[src/sv/suit_pkg.sv]
// ----------------------------------------------------------------------------
// suit_pkg
// Types and codes shared by the sorted unique insert table and its cells.
// ----------------------------------------------------------------------------
package suit_pkg;

   typedef logic signed [31:0] value_type;

   localparam logic ACT_INSERT = 1'b0;
   localparam logic ACT_CLEAR  = 1'b1;

   typedef enum logic [1:0] {
      ST_INSERTED  = 2'd0,
      ST_DUPLICATE = 2'd1,
      ST_FULL      = 2'd2,
      ST_CLEARED   = 2'd3
   } status_type;

   typedef struct packed {
      logic      action;
      value_type value;
   } req_type;

   typedef struct packed {
      status_type status;
      logic [4:0] position;
      logic [4:0] count_after;
   } rsp_type;

   typedef struct packed {
      logic capture;
      logic commit;
   } cell_ctl_type;

endpackage

[src/sv/sorted_unique_insert_table.sv]
// ----------------------------------------------------------------------------
// sorted_unique_insert_table
// Ascending table of distinct signed 32-bit values built as a row of cells.
// ----------------------------------------------------------------------------
// In the accept cycle every cell compares its entry with the value and
// registers less-than and equal flags. Once the output register is free, the
// flags give the duplicate check and insert position, the cells shift in one
// step and the result is loaded into the output register. req_stall stays
// high from accept until that load, so a new item is taken only after the
// last one is done. A result may wait in the output register while the next
// item is accepted and compared. There is no clearing pass: count_ff alone
// marks which slots hold data.
module sorted_unique_insert_table #(
   parameter int TABLE_DEPTH = 16
) (
   input  logic              clock,
   input  logic              reset,
   input  logic              req_valid,
   output logic              req_stall,
   input  suit_pkg::req_type req_data,
   output logic              rsp_valid,
   input  logic              rsp_stall,
   output suit_pkg::rsp_type rsp_data
);
   import suit_pkg::*;

   localparam int CW = $clog2(TABLE_DEPTH + 1);

   logic                   busy_ff;
   logic                   busy_in;
   logic                   action_ff;
   value_type              value_ff;
   logic [CW-1:0]          count_ff;
   logic [CW-1:0]          count_in;
   logic                   rsp_valid_ff;
   logic                   rsp_valid_in;
   rsp_type                rsp_ff;
   rsp_type                rsp_in;

   logic                   accept;
   logic                   done;
   logic                   dup;
   logic                   full;
   logic [CW-1:0]          pos;
   cell_ctl_type           ctl;
   value_type              cell_value;
   logic [TABLE_DEPTH-1:0] occ;
   logic [TABLE_DEPTH-1:0] lt_vec;
   logic [TABLE_DEPTH:0]   lt_ext;
   logic [TABLE_DEPTH-1:0] eq_vec;
   value_type              entry_vec [TABLE_DEPTH];

   assign req_stall = busy_ff;
   assign accept    = req_valid && !busy_ff;
   assign done      = busy_ff && (!rsp_valid_ff || !rsp_stall);

   assign dup  = |eq_vec;
   assign full = (count_ff == CW'(TABLE_DEPTH));

   assign ctl.capture = accept;
   assign ctl.commit  = done && (action_ff == ACT_INSERT) && !dup && !full;
   assign cell_value  = busy_ff ? value_ff : req_data.value;

   genvar g;
   generate
      for (g = 0; g < TABLE_DEPTH; g++) begin : g_cell
         assign occ[g] = (CW'(g) < count_ff);
         if (g == 0) begin : g_base
            suit_cell u_cell (
               .clock      (clock),
               .ctl        (ctl),
               .value      (cell_value),
               .occupied   (occ[g]),
               .prev_entry (cell_value),
               .prev_lt    (1'b1),
               .entry      (entry_vec[g]),
               .lt         (lt_vec[g]),
               .eq         (eq_vec[g])
            );
         end else begin : g_link
            suit_cell u_cell (
               .clock      (clock),
               .ctl        (ctl),
               .value      (cell_value),
               .occupied   (occ[g]),
               .prev_entry (entry_vec[g-1]),
               .prev_lt    (lt_vec[g-1]),
               .entry      (entry_vec[g]),
               .lt         (lt_vec[g]),
               .eq         (eq_vec[g])
            );
         end
      end
   endgenerate

   // flags form a thermometer; position is the edge of it
   assign lt_ext = {1'b0, lt_vec};

   always_comb begin
      pos = '0;
      for (int i = 0; i < TABLE_DEPTH; i++) begin
         if (lt_ext[i] && !lt_ext[i+1]) begin
            pos = pos | CW'(i + 1);
         end
      end
   end

   always_comb begin
      rsp_in   = rsp_ff;
      count_in = count_ff;
      if (action_ff == ACT_CLEAR) begin
         rsp_in.status      = ST_CLEARED;
         rsp_in.position    = '0;
         rsp_in.count_after = '0;
         count_in           = '0;
      end else if (dup) begin
         rsp_in.status      = ST_DUPLICATE;
         rsp_in.position    = 5'(pos);
         rsp_in.count_after = 5'(count_ff);
      end else if (full) begin
         rsp_in.status      = ST_FULL;
         rsp_in.position    = '0;
         rsp_in.count_after = 5'(count_ff);
      end else begin
         count_in           = count_ff + 1'b1;
         rsp_in.status      = ST_INSERTED;
         rsp_in.position    = 5'(pos);
         rsp_in.count_after = 5'(count_in);
      end
   end

   always_comb begin
      busy_in      = busy_ff;
      rsp_valid_in = rsp_valid_ff;
      if (rsp_valid_ff && !rsp_stall) begin
         rsp_valid_in = 1'b0;
      end
      if (done) begin
         busy_in      = 1'b0;
         rsp_valid_in = 1'b1;
      end
      if (accept) begin
         busy_in = 1'b1;
      end
   end

   always_ff @(posedge clock) begin
      if (reset) begin
         busy_ff      <= 1'b0;
         rsp_valid_ff <= 1'b0;
         count_ff     <= '0;
      end else begin
         busy_ff      <= busy_in;
         rsp_valid_ff <= rsp_valid_in;
         if (done) begin
            count_ff <= count_in;
         end
      end
   end

   always_ff @(posedge clock) begin
      if (accept) begin
         action_ff <= req_data.action;
         value_ff  <= req_data.value;
      end
      if (done) begin
         rsp_ff <= rsp_in;
      end
   end

   assign rsp_valid = rsp_valid_ff;
   assign rsp_data  = rsp_ff;

`ifndef SYNTHESIS
   a_count_bound: assert property (@(posedge clock) disable iff (reset)
      count_ff <= CW'(TABLE_DEPTH))
      else $error("entry count above table depth");

   a_lt_thermo: assert property (@(posedge clock) disable iff (reset)
      busy_ff |-> ((lt_vec & (lt_vec + 1'b1)) == '0))
      else $error("less-than flags not a thermometer code");

   a_dup_keeps_count: assert property (@(posedge clock) disable iff (reset)
      (done && (action_ff == ACT_INSERT) && dup) |=> $stable(count_ff))
      else $error("duplicate changed entry count");

   a_commit_not_full: assert property (@(posedge clock) disable iff (reset)
      ctl.commit |-> (count_ff < CW'(TABLE_DEPTH)))
      else $error("shift into a full table");
`endif

endmodule

[src/sv/suit_cell.sv]
// ----------------------------------------------------------------------------
// suit_cell
// One slot of the table: compares its entry against the item value, then
// keeps its entry, takes the new value, or takes its lower neighbor's entry.
// ----------------------------------------------------------------------------
module suit_cell (
   input  logic                  clock,
   input  suit_pkg::cell_ctl_type ctl,
   input  suit_pkg::value_type    value,
   input  logic                  occupied,
   input  suit_pkg::value_type    prev_entry,
   input  logic                  prev_lt,
   output suit_pkg::value_type    entry,
   output logic                  lt,
   output logic                  eq
);
   import suit_pkg::*;

   value_type entry_ff;
   value_type entry_in;
   logic      lt_ff;
   logic      lt_in;
   logic      eq_ff;
   logic      eq_in;

   always_comb begin
      lt_in = occupied && (entry_ff < value);
      eq_in = occupied && (entry_ff == value);
   end

   // below the insert point: keep; at it: new value; above: shift up
   always_comb begin
      if (lt_ff) begin
         entry_in = entry_ff;
      end else if (prev_lt) begin
         entry_in = value;
      end else begin
         entry_in = prev_entry;
      end
   end

   always_ff @(posedge clock) begin
      if (ctl.capture) begin
         lt_ff <= lt_in;
         eq_ff <= eq_in;
      end
      if (ctl.commit) begin
         entry_ff <= entry_in;
      end
   end

   assign entry = entry_ff;
   assign lt    = lt_ff;
   assign eq    = eq_ff;

endmodule

[config.mk]
export PLATFORM = sky130hd
export DESIGN_NAME = sorted_unique_insert_table
export DESIGN_NICKNAME = d
export VERILOG_FILES = /design/src/sv/suit_pkg.sv /design/src/sv/sorted_unique_insert_table.sv /design/src/sv/suit_cell.sv
export SDC_FILE = /design/constraint.sdc
export NUM_CORES = 2
export LEC_CHECK = 0
export ABC_AREA = 1
export BUFFER_PORTS_ARGS = -buffer_cell sky130_fd_sc_hd__buf_2
export CORE_UTILIZATION = 43
export CTS_BUF_LIST = sky130_fd_sc_hd__clkbuf_4
export CTS_CLUSTER_DIAMETER = 30
export DETAILED_ROUTE_END_ITERATION = 6
export GPL_TIMING_DRIVEN = 0
export HOLD_SLACK_MARGIN = 0.03
export SKIP_CTS_REPAIR_TIMING = 1
export SLEW_MARGIN = 30
export SYNTH_ARGS = -nofsm -noshare
export SYNTH_HDL_FRONTEND = slang
export SYNTH_SLANG_ARGS = --single-unit
[constraint.sdc]
create_clock -name clock -period 5.84 [get_ports clock]
set_input_delay 0.876 -clock clock [delete_from_list [all_inputs] [get_ports clock]]
set_output_delay 0.876 -clock clock [all_outputs]
set_load 0.03 [all_outputs]
==> results.yml <==
logic_synthesis:
  yosys.area_share.simple_pct: 16.3
  ys_ff_latch: 596
  synth_top_cells_by_count: "nand2_1 (1034), edfxtp_1 (589), o21ai_0 (547), ha_1 (514), a21oi_1 (256)"
  ys_warn_count: 0
  synth_top_family_by_area: "adder cells"
  synth.distinct_cells: 33
  synth-edff-count: 589
  yosys.area.top_type: "edfxtp_1"
  ys_async_sr_fraction_pct: 0
  muxShareOfSynthArea_pct: 0
  synth_area_leaders: "edfxtp_1 (49%), ha_1 (18%), nand2_1 (11%)"
  ys_seq_area_share_pct: 49.5
  syn_inst: 3758
  synth_compound_area_share_pct: 12.2
  yosysMostFrequentCell: "nand2_1"
  yosys_most_used_dff: "edfxtp_1"
  mappedNetlistArea_um2: 36000
  synth_xor_area_share_pct: 0.0730
  avgSynthCellArea_um2: 9.58
  synth-adder-area-share_pct: 17.9
  synth.top_cell.area_share_pct: 49.1
  synth_nets: 4309
floorplan:
  core_area_um2: 82500
  fp.dieH_um: 291
  rows: 105
  ios: 51
  start_util_pct: 43.6
  die_area_um2: 84900
  fp.dieW_um: 291
clock_tree:
  cts_max_level: 4
  cts.sinks: 596
  cts_root_buf: "clkbuf_4"
  clk_pin_slew_ns: 0.06
  worstSkewPairLatency_ns: 1.02
  cts_buffers: 174
  cts_tree: "built"
  clock_path_buffers: 3
detailed_routing:
  routedWlPerCell_um: 15.5
  firstDrtPassIters: 5
  dr_total_vias: 26800
  antenna_left: 0
  drc: 0
  vias_per_cell: 5.11
  drt_iter0_drc: 1306
  drt_wl_total_um: 81200
global_route:
  gr-usage-all-layers_pct: 19.3
  grt_max_degree: 26
  antenna_found_initial: 1
  grt_pass1_wl_um: 129000
  overflow: 0
  first_global_vias: 26500
setup_path:
  end_kind: "register"
  cp_max_fo: 17
  path_class: "register to register"
  critPathLaunchType: "register"
  worstPathRequired_ns: 6.59
  crit_arrival_ns: 4.71
pwr:
  p_int_mw: 7.57
  combPwrFrac_pct: 14.0
  power_mw: 10.4
  p_switching_mw: 2.81
  peakVddDrop_mv: 0.152
  p_per_area_nw_per_um2: 254
  clock_power_share_pct: 40.1
  pwr-share-seq_pct: 46.0
  switching_share_pct: 27.1
  leakage_nw: 17.3
sta:
  relSlewSlack_pct: 33.5
  rsz0062_at_grt: "no"
  fin_skew_ns: 0.0499
  worstMarginPinSlew_ns: 0.992
  slew_violations: 0
  setup_slack_ns: 1.88
  fin_crit_ns: 3.96
  tns_ns: 0
  fmax_mhz: 253
  period_share_pct: 67.7
  setup_violations: 0
  hold_viol: 0
hold_path:
  hold_path_class: "input port to register"
placement:
  post-place-ws_ns: 1.71
  hpwl_um: 64900
  gp_congestion: 0.877
  dp_cells: 4897
  portBuffers: 50
layout:
  regArea_um2: 17800
  final.fill_count: 7565
  multi_input_area_um2: 16900
  synthToLayoutAreaGrowth_pct: 13.6
  final_nets: 4587
  postLayoutCoreUtil_pct: 49.6
  drive_above_1_share_pct: 12.1
  fin_cells: 5246
job:
  drv_cap: 0
outcome:
  status: "complete, no violations"
==> critical path: stages, from the launching register on <==
cell and delay [ns]:
dfxtp_1 0.47, inv_2 0.13, or2_2 0.29, nand2_1 0.24, clkbuf_2 0.31, clkinv_1 0.83
ha_1 0.56, inv_1 0.06, nand2_1 0.04, nand2_1 0.05, nand2_1 0.05, nand2_1 0.05
nand2_1 0.05, nand2_1 0.10, nand2_1 0.06, nand2_1 0.07, nand2_1 0.06, nand2_1 0.11
nand2_1 0.06, nand2_1 0.07, nor2_1 0.06
==> metal layers <==
metal | GRT usage, % | vias to the layer above | part of all wire [%]
li1 | - | 13900 | -
met5 | 0 | - | 0
met1 | 21.5 | 12200 | 41
met4 | 8.73 | 0 | 3.4
met3 | 3.97 | 181 | 4.5
met2 | 35.1 | 506 | 51
==> worst paths after layout <==
check | startpoint | to | slack (ns) | cells past startpoint
min | rsp_stall | rsp_valid | 0.18 | 3
max | req_stall | g_cell[3].g_link.u_cell.lt | 1.88 | 20
min reg2reg | rsp_valid | rsp_valid | 0.52 | 2
max reg2reg | req_stall | g_cell[3].g_link.u_cell.lt | 1.88 | 20
==> registers in the layout (all words and copies together) (netlist names) <==
register and flops:
action_ff 1, req_stall 1, g_cell.g_base.u_cell.lt 1, g_cell.g_link.u_cell.entry 480
count_ff 5, g_cell.g_link.u_cell.eq 15, g_cell.g_link.u_cell.lt 15, rsp_valid 1
rsp_data 12, value_ff 32, g_cell.g_base.u_cell.eq 1, g_cell.g_base.u_cell.entry 32
==> cell type report <==
| class | instances | share of cell area [%] |
|---|---|---|
| Antenna cell | 8 | 0.0489 |
| Buffer | 141 | 1.58 |
| Clock buffer | 265 | 4.86 |
| Clock inverter | 43 | 0.810 |
| Inverter | 209 | 1.92 |
| Multi-Input combinational cell | 2812 | 41.2 |
| Sequential cell | 596 | 43.6 |
| Tap cell | 1070 | 3.27 |
| Timing Repair Buffer | 102 | 2.70 |
==> cells by family (layout without fill, tap and decap cells) <==
group                      count (synthesis)  in the layout
AOI/OAI and AO/OA                        854            854
xor gates and xnor gates                   3              3
adders and majority gates                514            514
buffers and inverters                    350            760
DFF                                      596            596
other                                      0              8
and+or+nand+nor                         1441           1441
==> power groups by stage <==
stage          combinational, mW  clock [mW]  sequential (mW)
2_1_floorplan               1.01           0             4.86
3_3_place_gp                1.39           0             4.86
3_5_place_dp                1.45           0             4.86
4_1_cts                     1.46        4.28             4.77
5_1_grt                     1.69        4.50             4.77
6_report                    1.45        4.16             4.77
==> metrics by stage <==
| stage | hold WS [ns] | area (um2) |
|---|---|---|
| after floorplan | 0.473 | 36000 |
| after global placement | 0.489 | 37600 |
| after detailed placement | 0.518 | 38200 |
| after CTS | -0.0881 | 40600 |
| after global routing | 0.114 | 40900 |
| final | 0.175 | 40900 |
==> layout by cell type (no fill, tap or decap), types with 55 or more instances in the layout <==
cell      count
nand2_1    1034
or2_2        64
o21ai_0     546
nor2_1      173
ha_1        514
a21oi_1     256
clkbuf_1    106
clkbuf_4    265
inv_1       199
edfxtp_1    589
buf_2        55
Note: power is estimated with default switching activity, not from simulation.
